$ cat src/hw/rtl/dlrs_pkg.sv
// ----------------------------------------------------------------------------
// dlrs_pkg: shared types and constants of the dense layer
// Item formats, command format between front and back, codes, exp table.
// ----------------------------------------------------------------------------
`default_nettype none

package dlrs_pkg;

  // Operation codes of an input item.
  localparam logic [1:0] OP_WEIGHT = 2'd0;
  localparam logic [1:0] OP_BIAS   = 2'd1;
  localparam logic [1:0] OP_ELEM   = 2'd2;

  // Configuration register indexes.
  localparam logic [1:0] CFG_MODE = 2'd0;
  localparam logic [1:0] CFG_BIAS = 2'd1;

  // Activation modes; codes above softmax are unsupported.
  localparam logic [1:0] MODE_RELU    = 2'd0;
  localparam logic [1:0] MODE_SOFTMAX = 2'd1;

  localparam int ACC_W     = 40;
  localparam int EXP_DEPTH = 256;
  localparam int EXP_LD    = $clog2(EXP_DEPTH);
  localparam int EXP_W     = 31;

  typedef struct packed {
    logic [1:0]         op;
    logic [9:0]         row_index;
    logic [3:0]         node_index;
    logic signed [15:0] value;
    logic               last_element;
  } in_item_t;

  typedef struct packed {
    logic [3:0]         out_node;
    logic signed [15:0] out_value;
    logic               out_last;
    logic               status;
  } out_item_t;

  typedef enum logic [1:0] {
    CMD_WEIGHT = 2'd0,
    CMD_BIAS   = 2'd1,
    CMD_ELEM   = 2'd2
  } cmd_kind_t;

  // Classified command; for an element, row carries the input position.
  typedef struct packed {
    cmd_kind_t          kind;
    logic [9:0]         row;
    logic [3:0]         node;
    logic signed [15:0] value;
    logic               last;
    logic               pos_ok;
  } cmd_t;

  typedef logic [EXP_W-1:0] exp_tab_t [EXP_DEPTH];

  // exp(-i/16) in Q.30, built by repeated multiplication with rounding.
  function automatic exp_tab_t exp_tab_init();
    exp_tab_t        t;
    longint unsigned v;
    v = 64'd1 << 30;
    t[0] = EXP_W'(v);
    for (int i = 1; i < EXP_DEPTH; i++) begin
      v = (v * 64'd1008687096 + (64'd1 << 29)) >> 30;
      t[i] = EXP_W'(v);
    end
    return t;
  endfunction

  localparam exp_tab_t EXP_TAB = exp_tab_init();

  function automatic logic signed [ACC_W-1:0] sat40(input logic signed [ACC_W:0] x);
    logic signed [ACC_W-1:0] r;
    if (x[ACC_W] != x[ACC_W-1]) begin
      r = x[ACC_W] ? {1'b1, {(ACC_W-1){1'b0}}} : {1'b0, {(ACC_W-1){1'b1}}};
    end else begin
      r = x[ACC_W-1:0];
    end
    return r;
  endfunction

endpackage

`default_nettype wire

$ cat src/hw/rtl/dlrs_front.sv
// ----------------------------------------------------------------------------
// dlrs_front: item intake and classification
// Drops unused codes and out-of-range loads, numbers the input elements.
// ----------------------------------------------------------------------------
`default_nettype none

module dlrs_front #(
  parameter int OUT_NODES = 16,
  parameter int IN_NODES  = 1024
) (
  input  wire                 clk,
  input  wire                 rst,
  input  wire                 in_valid,
  output logic                in_stall,
  input  dlrs_pkg::in_item_t  in_item,
  input  wire                 q_full,
  output logic                push,
  output dlrs_pkg::cmd_t      push_cmd
);
  import dlrs_pkg::*;

  logic       accept;
  logic [9:0] pos;
  logic       node_ok;
  logic       row_ok;

  assign in_stall = q_full;
  assign accept   = in_valid && !q_full;
  assign node_ok  = 32'(in_item.node_index) < OUT_NODES;
  assign row_ok   = 32'(in_item.row_index) < IN_NODES;

  always_comb begin
    push            = 1'b0;
    push_cmd.kind   = CMD_ELEM;
    push_cmd.row    = in_item.row_index;
    push_cmd.node   = in_item.node_index;
    push_cmd.value  = in_item.value;
    push_cmd.last   = in_item.last_element;
    push_cmd.pos_ok = 32'(pos) < IN_NODES;
    unique case (in_item.op)
      OP_WEIGHT: begin
        push_cmd.kind = CMD_WEIGHT;
        push          = accept && row_ok && node_ok;
      end
      OP_BIAS: begin
        push_cmd.kind = CMD_BIAS;
        push          = accept && node_ok;
      end
      OP_ELEM: begin
        push_cmd.row = pos;
        push         = accept;
      end
      default: push = 1'b0;
    endcase
  end

  always_ff @(posedge clk) begin
    if (rst) begin
      pos <= '0;
    end else if (accept && in_item.op == OP_ELEM) begin
      pos <= in_item.last_element ? 10'd0 : pos + 10'd1;
    end
  end

endmodule

`default_nettype wire

$ cat config.mk
export PLATFORM = sky130hd
export DESIGN_NAME = dlrs_front
export DESIGN_NICKNAME = d
export VERILOG_FILES = /design/src/hw/rtl/dlrs_pkg.sv /design/src/hw/rtl/dlrs_front.sv
export SDC_FILE = /design/constraint.sdc
export NUM_CORES = 1
export LEC_CHECK = 0
export ABC_AREA = 1
export BUFFER_PORTS_ARGS = -buffer_cell sky130_fd_sc_hd__buf_2
export CORE_MARGIN = 3
export CORE_UTILIZATION = 35
export DETAILED_ROUTE_END_ITERATION = 10
export PLACE_DENSITY = 0.71
export SLEW_MARGIN = 40
export SYNTH_ARGS = -nofsm -noshare
export SYNTH_HDL_FRONTEND = slang
export SYNTH_SLANG_ARGS = --single-unit
$ cat constraint.sdc
create_clock -name clk -period 3.04 [get_ports clk]
set_input_delay 0.304 -clock clk [delete_from_list [all_inputs] [get_ports clk]]
set_output_delay 0.304 -clock clk [all_outputs]
set_load 0.05 [all_outputs]
==> results_dict.tcl <==
set metrics [dict create \
    antenna_found_initial 0 \
    r2r-end "pos[8]" \
    yosysSeqAreaShare_pct 22.82 \
    end_kind "output port" \
    clock_path_buffers 2 \
    die_area_um2 3143 \
    ys_ff_latch 10 \
    rr_startpoint "pos[1]" \
    fin_crit_sh_pct 49.07 \
    slew_viol_final 0 \
    grt_pass1_wl_um 3208 \
    status "completed" \
    cp_max_fo 19 \
    cp_data_required_time_ns 2.74 \
    syn_nets 176 \
    path_class "in -> out" \
    fp.dieW_um 56.06 \
    slowest_stage "buf_2" \
    fin_setup_tns_ns 0 \
    crit_path_end "push_cmd[28]" \
    top_usage_layer "met2" \
    cts_tree "done" \
    critPathMaxStageDelay_ns 0.30 \
    postRouteAntennaNets 0 \
    ff2ff_setup_slack_ns 1.78 \
    dr.pass1.iters 4 \
    n_antenna_cell 0 \
    hold_ws_ns 0.2011 \
    vias 827 \
    grt_max_degree 20 \
    numCtsBuffers 3 \
    fin_crit_ns 1.492 \
    max-cap-violations 0 \
    vias_per_cell 4.726 \
    reg2reg_depth 7 \
    drive_above_1_share_pct 29.93 \
    grt_use_met3_pct 4.640 \
    largest_reg_flops 10 \
    clk_latency_ns 0.28 \
    finalHoldViolations 0 \
    fmax_mhz 670.4 \
    grt_use_met1_pct 12.55 \
    synth.area.top_cells "dfxtp_1 (23%), buf_4 (20%), nand2_1 (16%)" \
    ioPinCount 73 \
    pwr-share-comb_pct 29.7 \
    wl_um 2015 \
    top_register "pos" \
    grt_setup_unrepaired "no" \
    syn_area_um2 877.1 \
    yosysWarnings 0 \
    grtUsageMet2_pct 21.37 \
    cts_root_buffer "clkbuf_4" \
    p_leak_nw 0.4608 \
    row_count 17 \
    layout_common_cells "nand2_1 (37), buf_2 (31), inv_1 (16), nor2_1 (14), dfxtp_1 (10)" \
    p_int_mw 0.2004 \
    crit_chain "buf_2, inv_1, nand2_4, o21ai_0, buf_2" \
    initial_core_util_pct 38.18 \
    crit_start "in_item[31]" \
    drc 0 \
    synth_cells 138 \
    post_cts_buffers 0 \
    seqPwrFrac_pct 40.3 \
    area_growth_pct 3.424 \
    start_kind "input pin" \
    p_per_area_nw_per_um2 359.5 \
    mostFrequentLayoutCell "nand2_1" \
    peakVddDrop_uv 162.8 \
    power_mw 0.3261 \
    timing.critical_path.buf_inv 3 \
    synth_top_cell_area_share_pct 22.82 \
    cts-resized-gates 0 \
    p_switching_mw 0.1257 \
    grt_overflow 0 \
    arrival_ns 1.19 \
    fin_skew_ns 0.007636 \
    dieHeight_um 56.06 \
    grt_pass1_vias 778 \
    syn_area_per_cell_um2 6.356 \
    min_path_type "in -> reg" \
    cp.depth 5 \
    hold_buffers 0 \
    yosys.area.top_type "dfxtp_1" \
    wl_per_cell_um 11.51 \
    setup_viol 0 \
    crit_top_cell "buf_2" \
    hpwl_um 1688 \
    crit_family "buffers and inverters" \
    clk_pin_slew_ns 0.07 \
    gp_congestion 0.7542 \
    drt_iter0_markers 27 \
    fin_nets 187 \
    core-area_um2 2297 \
    cts.htree.levels 1 \
    yosysUniqueCellTypes 19 \
    clkPwrFrac_pct 29.9 \
    cts_sinks 10 \
    netSwitchingFraction_pct 38.55 \
    largest_registers "pos x10" \
    port_buffers 31 \
    grtUsageTotal_pct 12.87 \
]
==> worst reg2reg max path, stage by stage, from the launching register on <==
cell	delay (ns)
dfxtp_1	0.41
ha_1	0.20
nand2_1	0.12
nor2_1	0.16
nand4_1	0.12
nand2_1	0.08
inv_1	0.04
nor2_1	0.07
==> synthesized netlist by cell type (all sizes together) <==
cell type and count:
a21oi 5, buf 25, conb 1, dfxtp 10, ha 1, inv 18, nand2 39, nand3 6
nand4 3, nor2 18, nor3 2, nor4 1, o21ai 9
==> power groups by stage <==
| stage | Combinational [mW] | Sequential, mW | Clock [mW] |
|---|---|---|---|
| 2_1_floorplan | 0.144 | 0.134 | 0 |
| 3_3_place_gp | 0.0960 | 0.135 | 0 |
| 3_5_place_dp | 0.0975 | 0.135 | 0 |
| 4_1_cts | 0.0977 | 0.131 | 0.0977 |
| 5_1_grt | 0.104 | 0.131 | 0.102 |
| 6_report | 0.0970 | 0.131 | 0.0977 |
==> kinds of logic (layout without fill, tap and decap cells) <==
| family | Yosys count | count (layout) | synth area share, % |
|---|---|---|---|
| compound gates | 14 | 14 | 9.273 |
| fa+ha+maj | 1 | 1 | 1.426 |
| flops | 10 | 10 | 22.82 |
| other cells | 1 | 1 | 0.4275 |
| simple gates | 69 | 69 | 37.52 |
| buf+inv | 43 | 52 | 28.53 |
==> cell type report <==
class | instances | area, um^2
timing repair buffer | 31 | 155.1
inverter | 18 | 67.56
fill | 251 | 1390
tap | 28 | 35.03
clock buffer | 3 | 22.52
multi-input combinational | 85 | 426.7
sequential | 10 | 200.2
==> metal layers <==
metal	wire length (um)	vias up
li1	-	423
met1	741	360
met2	1034	29
met3	163	15
met4	76	0
met5	0	-
==> metrics by stage <==
step	instances	area, um^2	setup WS (ns)	util (%)
after floorplan	138	877.1	0.9932	-
after global placement	172	884.6	1.616	38.51
after detailed placement	172	884.6	1.564	38.51
after CTS	175	907.1	1.549	39.49
after global routing	175	907.1	1.468	39.49
final	175	907.1	1.548	39.49
==> worst min-delay path by stage <==
stage	start	end	slack (ns)	cells past startpoint
after floorplan	rst	pos[0]	0.37	1
after global placement	pos[5]	pos[5]	0.49	2
after detailed placement	rst	pos[1]	0.50	2
after CTS	rst	pos[1]	0.21	2
after global routing	rst	pos[1]	0.22	2
final	rst	pos[1]	0.20	2
Note: power is estimated with default switching activity, not from simulation.
