==> src/hw/rtl/dlrs_pkg.sv <==
// ----------------------------------------------------------------------------
// dlrs_pkg: shared types and constants of the dense layer
// Item formats, command format between front and back, codes, exp table.
// ----------------------------------------------------------------------------
`default_nettype none

package dlrs_pkg;

  // Operation codes of an input item.
  localparam logic [1:0] OP_WEIGHT = 2'd0;
  localparam logic [1:0] OP_BIAS   = 2'd1;
  localparam logic [1:0] OP_ELEM   = 2'd2;

  // Configuration register indexes.
  localparam logic [1:0] CFG_MODE = 2'd0;
  localparam logic [1:0] CFG_BIAS = 2'd1;

  // Activation modes; codes above softmax are unsupported.
  localparam logic [1:0] MODE_RELU    = 2'd0;
  localparam logic [1:0] MODE_SOFTMAX = 2'd1;

  localparam int ACC_W     = 40;
  localparam int EXP_DEPTH = 256;
  localparam int EXP_LD    = $clog2(EXP_DEPTH);
  localparam int EXP_W     = 31;

  typedef struct packed {
    logic [1:0]         op;
    logic [9:0]         row_index;
    logic [3:0]         node_index;
    logic signed [15:0] value;
    logic               last_element;
  } in_item_t;

  typedef struct packed {
    logic [3:0]         out_node;
    logic signed [15:0] out_value;
    logic               out_last;
    logic               status;
  } out_item_t;

  typedef enum logic [1:0] {
    CMD_WEIGHT = 2'd0,
    CMD_BIAS   = 2'd1,
    CMD_ELEM   = 2'd2
  } cmd_kind_t;

  // Classified command; for an element, row carries the input position.
  typedef struct packed {
    cmd_kind_t          kind;
    logic [9:0]         row;
    logic [3:0]         node;
    logic signed [15:0] value;
    logic               last;
    logic               pos_ok;
  } cmd_t;

  typedef logic [EXP_W-1:0] exp_tab_t [EXP_DEPTH];

  // exp(-i/16) in Q.30, built by repeated multiplication with rounding.
  function automatic exp_tab_t exp_tab_init();
    exp_tab_t        t;
    longint unsigned v;
    v = 64'd1 << 30;
    t[0] = EXP_W'(v);
    for (int i = 1; i < EXP_DEPTH; i++) begin
      v = (v * 64'd1008687096 + (64'd1 << 29)) >> 30;
      t[i] = EXP_W'(v);
    end
    return t;
  endfunction

  localparam exp_tab_t EXP_TAB = exp_tab_init();

  function automatic logic signed [ACC_W-1:0] sat40(input logic signed [ACC_W:0] x);
    logic signed [ACC_W-1:0] r;
    if (x[ACC_W] != x[ACC_W-1]) begin
      r = x[ACC_W] ? {1'b1, {(ACC_W-1){1'b0}}} : {1'b0, {(ACC_W-1){1'b1}}};
    end else begin
      r = x[ACC_W-1:0];
    end
    return r;
  endfunction

endpackage

`default_nettype wire

==> src/hw/rtl/dlrs_fifo.sv <==
// ----------------------------------------------------------------------------
// dlrs_fifo: command queue between front and back
// Four entries; push when not full, pop when not empty.
// ----------------------------------------------------------------------------
`default_nettype none

module dlrs_fifo (
  input  wire              clk,
  input  wire              rst,
  input  wire              push,
  input  dlrs_pkg::cmd_t   push_cmd,
  output logic             full,
  input  wire              pop,
  output dlrs_pkg::cmd_t   pop_cmd,
  output logic             empty
);
  import dlrs_pkg::*;

  localparam int DEPTH = 4;
  localparam int PW    = $clog2(DEPTH);

  cmd_t          mem [DEPTH];
  logic [PW-1:0] wr_ptr;
  logic [PW-1:0] rd_ptr;
  logic [PW:0]   count;

  assign full    = (count == (PW+1)'(DEPTH));
  assign empty   = (count == '0);
  assign pop_cmd = mem[rd_ptr];

  always_ff @(posedge clk) begin
    if (push) begin
      mem[wr_ptr] <= push_cmd;
    end
  end

  always_ff @(posedge clk) begin
    if (rst) begin
      wr_ptr <= '0;
      rd_ptr <= '0;
      count  <= '0;
    end else begin
      if (push) wr_ptr <= wr_ptr + 1'b1;
      if (pop)  rd_ptr <= rd_ptr + 1'b1;
      unique case ({push, pop})
        2'b10:   count <= count + 1'b1;
        2'b01:   count <= count - 1'b1;
        default: count <= count;
      endcase
    end
  end

endmodule

`default_nettype wire

==> config.mk <==
export PLATFORM = sky130hd
export DESIGN_NAME = dlrs_fifo
export DESIGN_NICKNAME = d
export VERILOG_FILES = /design/src/hw/rtl/dlrs_pkg.sv /design/src/hw/rtl/dlrs_fifo.sv
export SDC_FILE = /design/constraint.sdc
export NUM_CORES = 1
export LEC_CHECK = 0
export BUFFER_PORTS_ARGS = -buffer_cell sky130_fd_sc_hd__buf_2
export CELL_PAD_IN_SITES_DETAIL_PLACEMENT = 0
export CELL_PAD_IN_SITES_GLOBAL_PLACEMENT = 1
export CORE_MARGIN = 1.5
export CORE_UTILIZATION = 37
export DETAILED_ROUTE_END_ITERATION = 12
export GPL_ROUTABILITY_DRIVEN = 0
export GPL_TIMING_DRIVEN = 0
export PLACE_DENSITY_LB_ADDON = 0.1
export SETUP_SLACK_MARGIN = 0.15
export SLEW_MARGIN = 20
export SYNTH_ARGS = -nofsm -noshare
export SYNTH_HDL_FRONTEND = slang
export SYNTH_SLANG_ARGS = --single-unit
==> constraint.sdc <==
create_clock -name clk -period 1.7 [get_ports clk]
set_input_delay 0.17 -clock clk [delete_from_list [all_inputs] [get_ports clk]]
set_output_delay 0.17 -clock clk [all_outputs]
set_load 0.02 [all_outputs]
==> impl_results.md <==
- Synth Flop Type: edfxtp_1
- Layout area overhead: 35.8%
- Endpoints failing setup: 34
- Met2 usage: 21.8%
- Vias in the first global route: approximately 2800
- Tcrit/Tclk final: 114%
- Core box area: 14000 µm²
- Largest net degree at the start of global routing: 35
- Critical-path top delay cell: mux4_2
- Buffers on Ports: 72
- Startpoint Class: flip-flop
- Final worst slack: -0.233 ns
- R2R Setup Slk: 0.21 ns
- Clock sink count: 145
- Slew margin rel.: between 70% and 80%
- Final Hold Fails: 0
- Fin cells: between 500 and 600
- Die span in y: between 100 and 150 µm
- CTS buffer count: 17
- Number of buffers and inverters on the critical path: 3
- Share of cells above drive strength 1: 42.6%
- WL final: 10.6 mm
- Mapped Nets: 269
- Slew Limit Fails: 0
- Dpl cells: 477
- Cell Int Power: 7.02 mW
- Flop pwr share: between 40% and 50%
- DR WL/cell: 19.0 µm
- Post-layout power: 8.99 mW
- Cell Rows: 43
- GR Layer Usage met3: under 10%
- Distinct cells, synth: 22
- # H-tree levels: 4
- Tot GR Track Use: 13.9%
- Skew-Pair Late Insertion Delay: 0.41 ns
- Routed Antenna Nets: 0
- Mapped Area: 5390 µm²
- Crit path DAT: 1.76 ns
- Detailed Place HPWL: 5.35 mm
- # DRC: 0
- Initial cell density of the core: 38.4%
- Clk pwr share: 40.0%
- Post-synthesis sequential element count: 145
- Root Buffer: clkbuf_16
- Met1 Track Usage GR: roughly 18%
- Routed vias/inst: 4.76
- Clock transition at the registers of the reported paths: 0.06 ns
- Avg Cell Area, Syn: 24.0 µm²
- Nets: 407
- Sw frac: between 20% and 30%
- Drt initial violations: 180
- # IOs: 74
- Vias post-DR: 2648
- First-pass GRT wire length: 14.8 mm
- Crit-path cells: clkbuf_16 -> buf_12 -> mux4_2 -> buf_6
- Clock Tree Buf Depth: 2
- Die Area: 15300 µm²
- Asr flop ratio synth: 0%
- Register area share after synthesis: between 70% and 80%
- Pleak: 2.57 nW
- Worst hold path type: input port to flip-flop
- Die W: 124 µm
- Max Fclk: 0.517 GHz
- Antenna violations before repair: 0
- Pwr Density: 1230 nW/µm²
- Fin crit period: 1.93 ns
- Post-layout util: 52.1%
- CP endpoint kind: output pin
- VDD IR max: 0.563 mV
- CP max FO: 5
- Antenna Cells: 0
- Outcome: finished with violations
- Number of synthesized flops with an enable pin: between 100 and 150
- Max-Cap Viols: 0
- Crit-path leading delay family: multiplexers
- RSZ-0062 raised after global routing: yes
- Most common cell after layout, fill and taps aside: edfxtp_1
- YS warnings: 0
- Global-route congestion overflow total: 0
- Failing checks: negative setup slack
- Worst EP required: 1.53 ns
- TritonRoute pass-1 iters: 4
- CP Class: flip-flop to output pin
- Switching power total: 1.96 mW
- Critical Path Max Stage Delay: 0.53 ns
- Syn Inst Count: 225
- CTS tree: built
- Most used routing layer: met2
- Comb power frac: 13.9%
- Commonest non-fill, non-tap cells in the layout: edfxtp_1, buf_2, buf_6, dlygate4sd3_1, mux4_2
- Skew final: 0.0103 ns
- Worst slew pin tran: about 0.42 ns
[power groups by stage]
stage | Clock, mW | Sequential (mW) | Combinational [mW]
after CTS | 3.68 | 4.14 | 1.08
after detailed placement | 0 | 4.22 | 0.916
after global placement | 0 | 4.21 | 0.908
after global routing | 3.82 | 4.16 | 1.35
after floorplan | 0 | 4.20 | 0.606
final | 3.59 | 4.14 | 1.25
[state kept, by name (all words and copies together) (netlist names), named ones only]
signal / count
mem: 136
count: 3
wr_ptr: 2
rd_ptr: 2
[per-stage QoR]
stage | TNS (ns) | area (µm²) | setup WS, ns | hold slack, ns
4_1_cts | -7.70 | 7040 | -0.275 | 0.0568
5_1_grt | -8.86 | 7320 | -0.288 | 0.104
2_1_floorplan | 0 | 5390 | 0.239 | 0.269
3_3_place_gp | -15.95 | 5980 | -0.129 | 0.383
3_5_place_dp | -13.85 | 5980 | -0.127 | 0.387
6_report | -6.99 | 7320 | -0.233 | 0.0711
[cells by family (layout without fill, tap and decap cells)]
| logic type | count (synthesis) | count (layout) | share of synthesized area [%] |
|---|---|---|---|
| xor+xnor | 5 | 5 | 0.813 |
| mux | 35 | 35 | 14.7 |
| simple gates | 16 | 20 | 1.42 |
| flops | 145 | 145 | 79.1 |
| buf+inv | 15 | 162 | 2.16 |
| compound gates | 3 | 3 | 0.279 |
| fa+ha+maj | 6 | 6 | 1.53 |
[routing by layer]
metal  vias to the layer above  wire length (µm)
li1                       1214                 -
met1                      1358              4760
met2                        65              5100
met3                        11               534
met4                         0               159
met5                         -                 0
[area by class of cell]
class	count	area [µm²]
buffer	9	111
clock inverter	13	144
clock buffer	19	433
multi-input combinational	69	1050
tap	180	225
sequential	145	4270
fill	1145	6730
timing repair buffer	115	1060
inverter	6	22.5
[worst paths after layout]
check | cells past startpoint | startpoint | endpoint
setup / recovery | 4 | flip-flop | pop_cmd[9]
hold / removal | 3 | pop | flip-flop
setup reg to reg | 5 | count[0] | count[2]
hold reg to reg | 2 | count[1] | count[1]
[worst register-to-register path: cells and delay by family, from the launching register on]
family | cells | cell delay [ns]
adders and majority gates | 1 | 0.38
DFF | 1 | 0.34
and+or+nand+nor | 1 | 0.33
xor gates and xnor gates | 1 | 0.16
AOI/OAI and AO/OA | 1 | 0.15
buffers and inverters | 1 | 0.07
[what timing repair did]
| item | in CTS | in global routing |
|---|---|---|
| endpoints found under the setup margin | 171 | 167 |
| setup buffers | 5 | 0 |
| cloned | 1 | 7 |
| hold endpoints to repair | 136 | 0 |
| resized for setup | 36 | 59 |
| hold buffers | 34 | 0 |
[cell usage after synthesis, types with 2 or more instances]
| cell | number | share of area (%) |
|---|---|---|
| mux4_2 | 30 | 13 |
| ha_1 | 5 | 1.2 |
| a21oi_1 | 2 | 0.19 |
| buf_12 | 3 | 1.1 |
| clkbuf_1 | 2 | 0.14 |
| dfxtp_1 | 9 | 3.3 |
| xnor2_1 | 2 | 0.33 |
| nor2_1 | 8 | 0.56 |
| xor2_1 | 3 | 0.49 |
| and2_1 | 4 | 0.46 |
| edfxtp_1 | 136 | 76 |
| mux4_1 | 4 | 2.0 |
| buf_2 | 3 | 0.28 |
| inv_1 | 6 | 0.42 |
Power figures use the tool's default switching activity.
